### src/design/assert_macros.svh
// assertion macros shared by the polygon area modules
`ifndef ASSERT_MACROS_SVH
`define ASSERT_MACROS_SVH

// consequent must hold in the cycle after the antecedent
`define ASSERT_NEXT(label, ante, cons, msg) \
   label: assert property (@(posedge clock) disable iff (reset) (ante) |=> (cons)) \
      else $error(msg);

// consequent must hold in the same cycle as the antecedent
`define ASSERT_SAME(label, ante, cons, msg) \
   label: assert property (@(posedge clock) disable iff (reset) (ante) |-> (cons)) \
      else $error(msg);

`endif

### src/design/ppa_pkg.sv
// shared types and constants for the planar polygon area block
package ppa_pkg;

   localparam int NORM_W     = 16;
   localparam int AREA_W     = 49;
   localparam int STATUS_W   = 2;
   localparam int CSR_IDX_W  = 2;
   localparam int SUM_W      = 64;
   localparam int ITER_STEPS = 32;
   localparam int STEP_W     = $clog2(ITER_STEPS);

   localparam logic [CSR_IDX_W-1:0] CSR_NORMAL_X = 2'd0;
   localparam logic [CSR_IDX_W-1:0] CSR_NORMAL_Y = 2'd1;
   localparam logic [CSR_IDX_W-1:0] CSR_NORMAL_Z = 2'd2;

   typedef enum logic [STATUS_W-1:0] {
      STATUS_OK          = 2'd0,
      STATUS_SHORT       = 2'd1,
      STATUS_ZERO_NORMAL = 2'd2
   } status_type;

   typedef enum logic [1:0] {
      TERM_VERTEX,
      TERM_WRAP_FIRST,
      TERM_WRAP_SECOND
   } term_sel_type;

   typedef struct packed {
      logic         accept;
      term_sel_type term_sel;
      logic         load_term;
      logic         add_term;
      logic         start_root;
      logic         root_step;
      logic         start_div;
      logic         div_step;
      logic         mul_hi;
      logic         mul_lo;
      logic         finish;
      logic         load_out;
      logic         area_zero;
   } ppa_cmd_type;

   typedef struct packed {
      logic tally_lt2;
      logic d_zero;
   } ppa_stat_type;

endpackage

### src/design/ppa_ctrl.sv
// sequencer for vertex accumulation and the closing computation
module ppa_ctrl import ppa_pkg::*; (
   input  logic         clock,
   input  logic         reset,
   input  logic         req_valid,
   input  logic         req_last,
   output logic         req_ready,
   input  logic         rsp_ready,
   output logic         rsp_valid,
   output status_type   rsp_status,
   output ppa_cmd_type  cmd,
   input  ppa_stat_type stat
);
`include "assert_macros.svh"

   typedef enum logic [3:0] {
      S_IDLE, S_ACC, S_CLOSE, S_WRAP1, S_WRAP2, S_ROOT, S_DIVST, S_DIV,
      S_MULHI, S_MULLO, S_FIN, S_LOAD
   } state_type;

   state_type         state_ff;
   logic [STEP_W-1:0] step_ff;
   logic              last_ff;
   logic              short_ff;
   logic              rsp_valid_ff;
   status_type        status_ff;
   status_type        rsp_status_ff;

   assign rsp_valid  = rsp_valid_ff;
   assign rsp_status = rsp_status_ff;
   assign req_ready  = (state_ff == S_IDLE);

   always_comb begin
      cmd          = '0;
      cmd.term_sel = TERM_VERTEX;
      case (state_ff)
         S_IDLE: begin
            cmd.accept    = req_valid;
            cmd.load_term = req_valid;
         end
         S_ACC: cmd.add_term = 1'b1;
         S_CLOSE: begin
            cmd.term_sel  = TERM_WRAP_FIRST;
            cmd.load_term = !short_ff && !stat.d_zero;
         end
         S_WRAP1: begin
            cmd.add_term  = 1'b1;
            cmd.term_sel  = TERM_WRAP_SECOND;
            cmd.load_term = 1'b1;
         end
         S_WRAP2: begin
            cmd.add_term   = 1'b1;
            cmd.start_root = 1'b1;
         end
         S_ROOT:  cmd.root_step = 1'b1;
         S_DIVST: cmd.start_div = 1'b1;
         S_DIV:   cmd.div_step = 1'b1;
         S_MULHI: cmd.mul_hi = 1'b1;
         S_MULLO: cmd.mul_lo = 1'b1;
         S_FIN:   cmd.finish = 1'b1;
         S_LOAD: begin
            cmd.load_out  = !rsp_valid_ff || rsp_ready;
            cmd.area_zero = (status_ff != STATUS_OK);
         end
         default: ;
      endcase
   end

   always_ff @(posedge clock) begin
      if (reset) begin
         state_ff      <= S_IDLE;
         step_ff       <= '0;
         last_ff       <= 1'b0;
         short_ff      <= 1'b0;
         rsp_valid_ff  <= 1'b0;
         status_ff     <= STATUS_OK;
         rsp_status_ff <= STATUS_OK;
      end else begin
         if (cmd.load_out) begin
            rsp_valid_ff  <= 1'b1;
            rsp_status_ff <= status_ff;
         end else if (rsp_ready) begin
            rsp_valid_ff <= 1'b0;
         end
         case (state_ff)
            S_IDLE: begin
               if (req_valid) begin
                  last_ff  <= req_last;
                  short_ff <= stat.tally_lt2;
                  if (!stat.tally_lt2) begin
                     state_ff <= S_ACC;
                  end else if (req_last) begin
                     state_ff <= S_CLOSE;
                  end
               end
            end
            S_ACC: state_ff <= last_ff ? S_CLOSE : S_IDLE;
            S_CLOSE: begin
               if (short_ff) begin
                  status_ff <= STATUS_SHORT;
                  state_ff  <= S_LOAD;
               end else if (stat.d_zero) begin
                  status_ff <= STATUS_ZERO_NORMAL;
                  state_ff  <= S_LOAD;
               end else begin
                  state_ff <= S_WRAP1;
               end
            end
            S_WRAP1: state_ff <= S_WRAP2;
            S_WRAP2: begin
               step_ff  <= '0;
               state_ff <= S_ROOT;
            end
            S_ROOT: begin
               step_ff <= step_ff + 1'b1;
               if (step_ff == STEP_W'(ITER_STEPS - 1)) begin
                  state_ff <= S_DIVST;
               end
            end
            S_DIVST: state_ff <= S_DIV;
            S_DIV: begin
               step_ff <= step_ff + 1'b1;
               if (step_ff == STEP_W'(ITER_STEPS - 1)) begin
                  state_ff <= S_MULHI;
               end
            end
            S_MULHI: state_ff <= S_MULLO;
            S_MULLO: state_ff <= S_FIN;
            S_FIN: begin
               status_ff <= STATUS_OK;
               state_ff  <= S_LOAD;
            end
            S_LOAD: begin
               if (cmd.load_out) begin
                  state_ff <= S_IDLE;
               end
            end
            default: state_ff <= S_IDLE;
         endcase
      end
   end

   `ASSERT_NEXT(a_load_shows_result, cmd.load_out, rsp_valid_ff, "result not presented after load")
   `ASSERT_NEXT(a_short_status, state_ff == S_CLOSE && short_ff, status_ff == STATUS_SHORT,
      "short polygon did not get short status")
   `ASSERT_SAME(a_no_accept_when_busy, state_ff != S_IDLE, !cmd.accept,
      "vertex taken while closing")

endmodule

### config.mk
export PLATFORM = sky130hd
export DESIGN_NAME = ppa_ctrl
export DESIGN_NICKNAME = d
export VERILOG_FILES = /design/src/design/ppa_pkg.sv /design/src/design/ppa_ctrl.sv
export VERILOG_INCLUDE_DIRS = /design/src /design/src/design
export SDC_FILE = /design/constraint.sdc
export NUM_CORES = 1
export LEC_CHECK = 0
export BUFFER_PORTS_ARGS = -buffer_cell sky130_fd_sc_hd__buf_2
export CAP_MARGIN = 10
export CELL_PAD_IN_SITES_DETAIL_PLACEMENT = 2
export CELL_PAD_IN_SITES_GLOBAL_PLACEMENT = 2
export CORE_MARGIN = 10
export CORE_UTILIZATION = 29
export DETAILED_ROUTE_END_ITERATION = 8
export HOLD_SLACK_MARGIN = 0.03
export PLACE_DENSITY = 0.85
export SETUP_SLACK_MARGIN = 0.2
export SLEW_MARGIN = 40
export SYNTH_ARGS = -nofsm -noshare
export SYNTH_HDL_FRONTEND = slang
export SYNTH_SLANG_ARGS = --single-unit
### constraint.sdc
create_clock -name clock -period 1.7 [get_ports clock]
set_input_delay 0.255 -clock clock [delete_from_list [all_inputs] [get_ports clock]]
set_output_delay 0.255 -clock clock [all_outputs]
set_load 0.05 [all_outputs]
==> results.md, run 1 <==
- Status: stopped before the end
- Fail Step: global routing
- Log Error: [ERROR DPL-0033] detailed placement checks failed during check placement.
- Top FF cell, synth: dfxtp_1
- Worst_ep kind: output port
- Post-Syn Area: 976 sq um
- Synth Register Bits: 16
- Post-CTS Hold Buffers: 0
- Post-Syn Nets: 131
- Chip width: 78.0 microns
- Placer Congestion: 0.845
- Synthesized area per cell: 8.00 sq um
- GRT worst endpoint: cmd[9]
- Post-DP HPWL: 2.68 mm
- FFs w/ async S/R, synth: 0
- Port-buffer cells: 24
- Clock Sinks: 16
- Post-place instance area: 1270 sq um
- Height of the chip: 78.0 microns
- Distinct cell type count after synthesis: 40
- Initial core utilization: 0.297
- Num CTS Buffers: 3
- Row count: 21
- # IOs: 25
- Largest net degree at the start of global routing: 18
- Sequential fraction of the synthesis area: 0.328
- EDFF count, synth: 0
- Gate Count Post-Synth: 122
- Bufs on Longest Clock Path: 2
- Number of antenna violations at the first check in global routing: 0
- Root Buffer: clkbuf_4
- # H-tree levels: 1
- Warnings, synthesis: 0
cell families after synthesis:
group / after synthesis / synth area share
simple gates: 59 / 0.349
mux: 3 / 0.0308
compound gates: 29 / 0.196
fa+ha+maj: 2 / 0.0256
flops: 16 / 0.328
buf+inv: 13 / 0.0705
cell usage after synthesis, types with 2 or more instances:
master / instances / area share
a211oi_1: 2 / 0.015
a21oi_1: 10 / 0.051
a22oi_1: 4 / 0.031
buf_2: 4 / 0.021
buf_4: 2 / 0.015
clkbuf_1: 2 / 0.0077
dfxtp_1: 16 / 0.33
ha_1: 2 / 0.026
inv_1: 4 / 0.015
mux2i_1: 3 / 0.031
nand2_1: 10 / 0.038
nand2b_1: 4 / 0.026
nand3_1: 3 / 0.015
nor2_1: 18 / 0.069
nor2b_1: 3 / 0.019
nor3_1: 7 / 0.036
o21ai_0: 5 / 0.026
stage by stage:
| stage | instances | setup TNS, ns | setup slack [ns] |
|---|---|---|---|
| after floorplan | 122 | -0.601 | -0.156 |
| after global placement | 194 | 0 | 0.0837 |
| after detailed placement | 194 | 0 | 0.0732 |
| after CTS | 223 | -0.0583 | -0.0401 |
what timing repair did:
action,4_1_cts
endpoints found under the setup margin,26
gates resized for setup,86
pin swaps,17
buffers inserted,25
==> run 2, diff against run 1 <==
CELL_PAD_IN_SITES_DETAIL_PLACEMENT = not set   (was 2)
CELL_PAD_IN_SITES_GLOBAL_PLACEMENT = not set   (was 2)
CORE_UTILIZATION = 20   (was 29)
HOLD_SLACK_MARGIN = not set   (was 0.03)
PLACE_DENSITY = not set   (was 0.85)
PLACE_DENSITY_LB_ADDON = 0.15   (was not set)
SETUP_SLACK_MARGIN = not set   (was 0.2)
==> run 2 against run 1 <==
Compared with the run above:
- the run now ends clean
- area after synthesis did not move
- synthesized cell count did not move
==> results.md, run 2 <==
- Status: completed
- Sequential fraction of the synthesis area: 0.328
- TritonCTS clock tree: done
- Final slew viol count: 0
- Worst Setup Path Type: reg2out
- Largest net degree at the start of global routing: 18
- WP data required: 1.44 ns
- Synthesized area per cell: 8.00 sq um
- Height of the chip: 89.9 microns
- Grt ovf: 0
- Clock slew at reported path FFs: 0.06 ns
- Max reg flops: 5
- Yosys top cell area share: 0.328
- # nets final: 170
- Most common cell in the netlist: nor2_1
- CP Capture Type: output pin
- DR vias: 993
- Non-Filler Instances: 227
- Launch point of the worst reg-to-reg path: step_ff[0]$_SDFFE_PP0P_
- Slew HR: 0.770
- Register bank with the most flops: step_ff
- Vias in the first global route: 1,037
- Num CTS Buffers: 3
- Layout area overhead: 49.5%
- Worst VDD drop: 0.000543 V
- Total track usage: 0.0719
- Total wire length: 2.95 mm
- Unrepaired setup endpoints after global routing: yes
- Fin Clk Skew: 0.00262 ns
- Distinct cell type count after synthesis: 40
- FFs w/ async S/R, synth: 0
- Final Critical Period: 1.65 ns
- CP Max Fanout: 9
- FMAX: 607 MHz
- FF+latch area: 330 sq um
- Maximum Capacitance Violations: 0
- Fraction of layout cells with a size suffix above 1: 0.456
- Chip width: 89.9 microns
- Hold Path End: last_ff$_SDFFE_PP0P_
- Synth Register Bits: 16
- Hold Path Class: in2reg
- Final setup fails: 0
- Post-DP HPWL: 2.27 mm
- WHS: 0.270 ns
- Die area: 8070 sq um
- R2r endpoint: state_ff[3]$_SDFFE_PP0P_
- Top FF cell, synth: dfxtp_1
- Post-synth top cells: 18 x nor2_1, 16 x dfxtp_1, 10 x a21oi_1, 10 x nand2_1, 7 x nor3_1
- Setup crit start: state_ff[0]$_SDFFE_PP0P_
- Overall Power: 1610 uW
- P per Cell Area: 1100 nW/um^2
- Post-route ant nets: 0
- Worst Reg2Reg Path Length in Cells: 6
- Number of antenna violations at the first check in global routing: 0
- Port-buffer cells: 24
- Ratio of final minimum period to clock period: 0.969
- Ranking of synthesized cells by area: dfxtp_1 33%, nor2_1 6.9%, a21oi_1 5.1%, nand2_1 3.8%, nor3_1 3.6%
- Global-route wire length before repair: 4.91 mm
- Worst-Margin Slew: 0.341 ns
- Post-Syn Nets: 131
- Fill cells: 511
- Drt initial violations: 39
- Number of diodes: 0
- Gate Count Post-Synth: 122
- Commonest non-fill, non-tap cell in the layout: buf_4
- Warnings, synthesis: 0
- Yosys top cell by area: dfxtp_1
- # IOs: 25
- EDFF count, synth: 0
- Placed Cells incl. Taps: 217
- Static leakage power: 0.000601 uW
- Final hold vios: 0
- Worst reg-to-reg setup slack: 0.16 ns
- Worst Hold Depth: 3
- Row count: 25
- Pre-antenna DRT Iters: 4
- Largest regs: step_ff x5, state_ff x4
- Most frequent cells in the layout: 21 x buf_4, 13 x nor2_1, 12 x buf_2, 12 x dfxtp_1, 10 x a21oi_1
- CP Launch Type: register
- Root Buffer: clkbuf_8
- Wirelength per Cell: 13.0 microns
- Initial core utilization: 0.207
- Post-Syn Area: 976 sq um
- Multi-input combinational cell area: 648 sq um
- Clock Sinks: 16
- HP Start: req_last
- Core Box Area: 4720 sq um
- Insertion delay to the later sink of the worst-skew pair: 0.25 ns
- # DRC: 0
- # H-tree levels: 1
- Placer Congestion: 0.838
- Bufs on Longest Clock Path: 2
- Via/cell ratio: 4.37
- Worst EP arrival: 1.39 ns
-- run 2: how the worst max path moves through the flow --
stage	end	slack (ns)
CTS	req_ready	0.001
global placement	cmd[10]	0.14
finish	cmd[10]	0.05
detailed placement	cmd[10]	0.13
global route	cmd[10]	-0.006
floorplan	cmd[13]	-0.16
-- run 2: power by group --
group	total [uW]	internal, uW	leakage, uW	switching [uW]
Sequential	449	410	0.000132	38.9
Combinational	826	346	0.000440	480
Clock	337	205	0.0000288	131
-- run 2: critical path: stages (launching register included) --
cell and delay (ns):
dfxtp_4 0.37, buf_4 0.18, nor2_4 0.11, nand2_1 0.09, a211oi_4 0.21, buf_6 0.19
-- run 2: what timing repair did --
item	in CTS	in global routing
buffers inserted	2	4
resized for setup	12	21
endpoints found under the setup margin	11	13
hold buffers	0	0
pin swaps	2	3
-- run 2: metrics by stage --
stage | setup WS (ns) | area [sq um] | util | setup TNS (ns)
CTS | 0.00129 | 1370 | 0.291 | 0
detailed placement | 0.131 | 1270 | 0.269 | 0
floorplan | -0.156 | 1030 | - | -0.582
global placement | 0.135 | 1270 | 0.269 | 0
finish | 0.0523 | 1460 | 0.309 | 0
global route | -0.00551 | 1460 | 0.309 | -0.00894
-- run 2: layout make-up --
cell class / count / share of cell area
Clock buffer: 4 / 0.0377
Inverter: 4 / 0.0129
Multi-Input combinational cell: 93 / 0.444
Sequential cell: 16 / 0.226
Tap cell: 67 / 0.0575
Timing Repair Buffer: 43 / 0.221
-- run 2: logic make-up (layout without fill, tap and decap cells) --
family,after synthesis,after routing,synth area share
AND/OR/NAND/NOR,59,59,0.349
AO/OA/AOI/OAI,29,29,0.196
flip-flops,16,16,0.328
buffers and inverters,13,51,0.0705
multiplexers,3,3,0.0308
adder cells (fa/ha/maj),2,2,0.0256
-- run 2: metal layers --
metal	GRT usage	vias up	share of wire
met3	0.0241	2	0.032
met4	0.0265	0	0.0051
met5	0	-	0
met2	0.129	10	0.53
met1	0.0760	477	0.43
li1	-	504	-
Power figures use the tool's default switching activity.
==> run 3, diff against run 2 <==
SKIP_CTS_REPAIR_TIMING = 1   (was not set)
clock period = 1.6 ns   (was 1.7 ns; I/O delays follow)
==> run 3 against run 2 <==
Compared with the run above:
- the flow now finishes with violations (setup timing)
- clock power increased by 5%
- total power up 7.7%
- utilization increased by 1.6 points
- highest routed layer unchanged
==> results.md, run 3 (synthesized netlist as in run 2, its figures left out) <==
- Status: finished with violations
- Failing checks: setup timing
- Number of antenna violations at the first check in global routing: 0
- Switching Fraction: 0.401
- Final slew viol count: 0
- Worst slack, placed: 0.0453 ns
- Pre-antenna DRT Iters: 7
- FF+latch area: 334 sq um
- Vias in the first global route: 1,005
- Clock slew at reported path FFs: 0.07 ns
- Die area: 8070 sq um
- Grt ovf: 0
- # H-tree levels: 1
- Final Util: 0.325
- CP Launch Type: register
- Largest stage delay on the critical path: 0.37 ns
- Fraction of layout cells with a size suffix above 1: 0.479
- Final setup fails: 4
- Clock power share: 0.204
- Total wire length: 2.90 mm
- CP max stage cell: dfxtp_4
- Multi-input combinational cell area: 664 sq um
- Post-place instance area: 1320 sq um
- CP Capture Type: output pin
- Maximum Capacitance Violations: 0
- Critical path's top delay family: simple AND/OR/NAND/NOR gates
- Worst path bufs/invs: 3
- Insertion delay to the later sink of the worst-skew pair: 0.25 ns
- Worst Setup Path Type: reg2out
- Core Box Area: 4720 sq um
- DR vias: 1,007
- Total track usage: 0.0700
- Number of diodes: 0
- Max reg flops: 5
- Commonest non-fill, non-tap cell in the layout: buf_4
- Final hold vios: 0
- Via/cell ratio: 4.38
- Largest regs: step_ff x5, state_ff x4
- Chip width: 89.9 microns
- Static leakage power: 0.000612 uW
- P per Cell Area: 1130 nW/um^2
- Layout area overhead: 57.3%
- CP Max Fanout: 6
- Final critical-path setup slack: -0.0728 ns
- Most frequent cells in the layout: 20 x buf_4, 12 x nor2_1, 12 x buf_2
- # nets final: 173
- Register bank with the most flops: step_ff
- WP data required: 1.36 ns
- Wirelength per Cell: 12.6 microns
- Unrepaired setup endpoints after global routing: yes
- TritonCTS clock tree: done
- Slew HR: 0.749
- Hold Path Class: in2reg
- NetSw: 696 uW
- Num CTS Buffers: 3
- Drt initial violations: 89
- Crit-path cells: buf_6, nor4_4, nand2_2, clkinvlp_4, buf_8
- Fin Clk Skew: 0.00649 ns
- # IOs: 25
- Final Critical Period: 1.67 ns
- Logic pwr share: 0.510
- Post-DP HPWL: 2.28 mm
- Height of the chip: 89.9 microns
- FMAX: 598 MHz
- Clock Sinks: 16
- Worst EP arrival: 1.43 ns
- Ratio of final minimum period to clock period: 1.05
- Sequential share of power: 0.286
- Worst-Margin Slew: 0.375 ns
- Fill cells: 492
- Port-buffer cells: 24
- Post-route ant nets: 0
- Bufs on Longest Clock Path: 2
- Placer Congestion: 0.831
- Power Internal: 1040 uW
- Worst VDD drop: 0.000406 V
- # DRC: 0
- Row count: 25
- Initial core utilization: 0.207
- Root Buffer: clkbuf_8
- Final instance area: 1540 sq um
- Overall Power: 1730 uW
- WHS: 0.264 ns
- Largest net degree at the start of global routing: 13
- Global-route wire length before repair: 4.77 mm
-- run 3: worst register-to-register path: stages, from the launching register on --
cell,delay (ns)
dfxtp_2,0.33
ha_1,0.22
and3_4,0.18
ha_2,0.18
o22a_2,0.23
a31oi_1,0.17
nor3_1,0.06
-- run 3: power groups by stage --
| stage | logic, uW | registers, uW | clock network, uW |
|---|---|---|---|
| 6_report | 884 | 496 | 355 |
| 5_1_grt | 948 | 502 | 386 |
| 4_1_cts | 772 | 485 | 374 |
| 3_5_place_dp | 770 | 494 | 0 |
| 3_3_place_gp | 768 | 493 | 0 |
| 2_1_floorplan | 598 | 457 | 0 |
-- run 3: final timing paths --
path / from / end / slack [ns] / cells after the start
min reg2reg: last_ff$_SDFFE_PP0P_ / last_ff$_SDFFE_PP0P_ / 0.48 / 2
min: stat[1] / short_ff$_SDFFE_PP0P_ / 0.26 / 3
max reg2reg: step_ff[0]$_SDFFE_PP0P_ / state_ff[3]$_SDFFE_PP0P_ / 0.12 / 6
max: state_ff[2]$_SDFFE_PP0P_ / cmd[13] / -0.07 / 5
-- run 3: per-layer routing --
metal  global-route usage  vias to the layer above  routed length (microns)
met1               0.0755                      474                     1270
met2                0.128                       15                     1490
li1                     -                      514                        -
met4               0.0159                        0                       42
met3               0.0233                        4                       99
met5                    0                        -                        0
-- run 3: cell type report --
| class | instances | share of cell area |
|---|---|---|
| multi-input cells | 93 | 0.433 |
| repair buffers | 46 | 0.247 |
| flip-flops and latches | 16 | 0.218 |
| well taps | 67 | 0.0546 |
| clock buffers | 4 | 0.0359 |
| inverters | 4 | 0.0122 |
-- run 3: stage by stage --
step                      std cells  TNS [ns]
after detailed placement        221         0
after global placement          221         0
final                           230    -0.152
after CTS                       225     -2.42
after global routing            230    -0.504
after floorplan                 122     -1.39
==> run 4, diff against run 3 <==
CORE_MARGIN = not set   (was 10)
==> run 4 against run 3 <==
Compared with the run above:
- the run still ends with setup timing left
- critical path depth unchanged
- clock skew fell by 0.0024 ns
- via count rose by 0.30%
- first-iteration DRC count is 57% lower
- total power rose by 0.31%
- highest routed layer unchanged
==> results.md, run 4 (synthesized netlist as in run 2, its figures left out) <==
- Status: finished with violations
- Failing checks: setup timing
- Commonest non-fill, non-tap cell in the layout: buf_4
- Via/cell ratio: 4.41
- Clock slew at reported path FFs: 0.06 ns
- # IOs: 25
- Placer Congestion: 0.820
- Worst VDD drop: 0.000422 V
- Core Box Area: 4720 sq um
- Number of diodes: 0
- Pre-antenna DRT Iters: 4
- # DRC: 0
- Crit-path cells: buf_6, nor4_4, nand2_2, clkinvlp_4, buf_8
- CP Capture Type: output pin
- FMAX: 616 MHz
- Post-route ant nets: 0
- P per Cell Area: 1100 nW/um^2
- Final setup fails: 2
- Chip width: 71.9 microns
- Drt initial violations: 38
- Row count: 25
- Final critical-path setup slack: -0.0239 ns
- Port-buffer cells: 24
- Fin Clk Skew: 0.00410 ns
- Insertion delay to the later sink of the worst-skew pair: 0.24 ns
- Final Critical Period: 1.62 ns
- Unrepaired setup endpoints after global routing: yes
- TritonCTS clock tree: done
- Maximum Capacitance Violations: 0
- Height of the chip: 71.9 microns
- Wirelength per Cell: 11.8 microns
- Worst Setup Path Type: reg2out
- Layout area overhead: 61.4%
- Final Util: 0.334
- Worst path bufs/invs: 3
- Final slew viol count: 0
- # nets final: 173
- Slew HR: 0.696
- WP data required: 1.36 ns
- Hold Path Class: in2reg
- Initial core utilization: 0.207
- Root Buffer: clkbuf_8
- Total track usage: 0.110
- Die area: 5160 sq um
- CP Max Fanout: 7
- Ratio of final minimum period to clock period: 1.01
- DR vias: 1,010
- Global-route wire length before repair: 4.52 mm
- # H-tree levels: 1
- Critical path's top delay family: simple AND/OR/NAND/NOR gates
- Post-DP HPWL: 2.08 mm
- Largest stage delay on the critical path: 0.37 ns
- Register bank with the most flops: step_ff
- Largest regs: step_ff x5, state_ff x4
- Fill cells: 506
- Clock Sinks: 16
- Fraction of layout cells with a size suffix above 1: 0.494
- Grt ovf: 0
- CP Launch Type: register
- CP max stage cell: dfxtp_4
- Largest net degree at the start of global routing: 18
- Worst-Margin Slew: 0.453 ns
- Setup TNS: -0.0341 ns
- Number of antenna violations at the first check in global routing: 0
- Final hold vios: 0
- Vias in the first global route: 970
- Most frequent cells in the layout: 20 x buf_4, 12 x nor2_1, 11 x buf_2, 11 x dfxtp_1
- Static leakage power: 0.000620 uW
- Num CTS Buffers: 3
- Max reg flops: 5
- Bufs on Longest Clock Path: 2
- Worst EP arrival: 1.38 ns
- WHS: 0.268 ns
- Total wire length: 2.70 mm
run 4: report_power, final:
| group | switching [uW] | total (uW) | internal (uW) |
|---|---|---|---|
| logic | 529 | 953 | 423 |
| clock network | 126 | 293 | 166 |
| registers | 56.7 | 495 | 438 |
| total | 712 | 1740 | 1030 |
run 4: layout make-up:
cell class / instances / area (sq um) / area share
Clock buffer: 3 / 41.3 / 0.0262
Inverter: 4 / 18.8 / 0.0119
Multi-Input combinational cell: 93 / 712 / 0.452
Sequential cell: 16 / 334 / 0.212
Tap cell: 67 / 83.8 / 0.0532
Timing Repair Buffer: 46 / 385 / 0.245
run 4: metal layers:
metal	vias to the layer above	track usage	part of all wire
met5	-	0	0
met4	0	0.0392	0.027
met3	6	0.0281	0.029
met2	13	0.178	0.51
met1	478	0.142	0.44
li1	513	-	-
run 4: worst min-delay path, cell delays in order:
cell and delay (ns):
buf_2 0.10, nand3_1 0.06, a21oi_1 0.06
run 4: final timing paths:
path                                 start                   endpoint  slack (ns)  cells after the start
hold reg to reg       last_ff$_SDFFE_PP0P_       last_ff$_SDFFE_PP0P_        0.46                      2
setup reg to reg  state_ff[0]$_SDFFE_PP0P_  status_ff[0]$_SDFFE_PP0P_        0.08                      7
hold / removal                    req_last       last_ff$_SDFFE_PP0P_        0.27                      3
setup / recovery  state_ff[2]$_SDFFE_PP0P_                    cmd[13]       -0.02                      5
run 4: through the flow:
step | instance area (sq um) | instances | setup slack, ns | total power, uW
after floorplan | 1050 | 122 | -0.241 | 1050
after global placement | 1300 | 218 | 0.0367 | 1240
after detailed placement | 1300 | 218 | 0.0492 | 1250
after CTS | 1340 | 221 | -0.212 | 1550
after global routing | 1580 | 229 | -0.130 | 1840
final | 1580 | 229 | -0.0239 | 1740
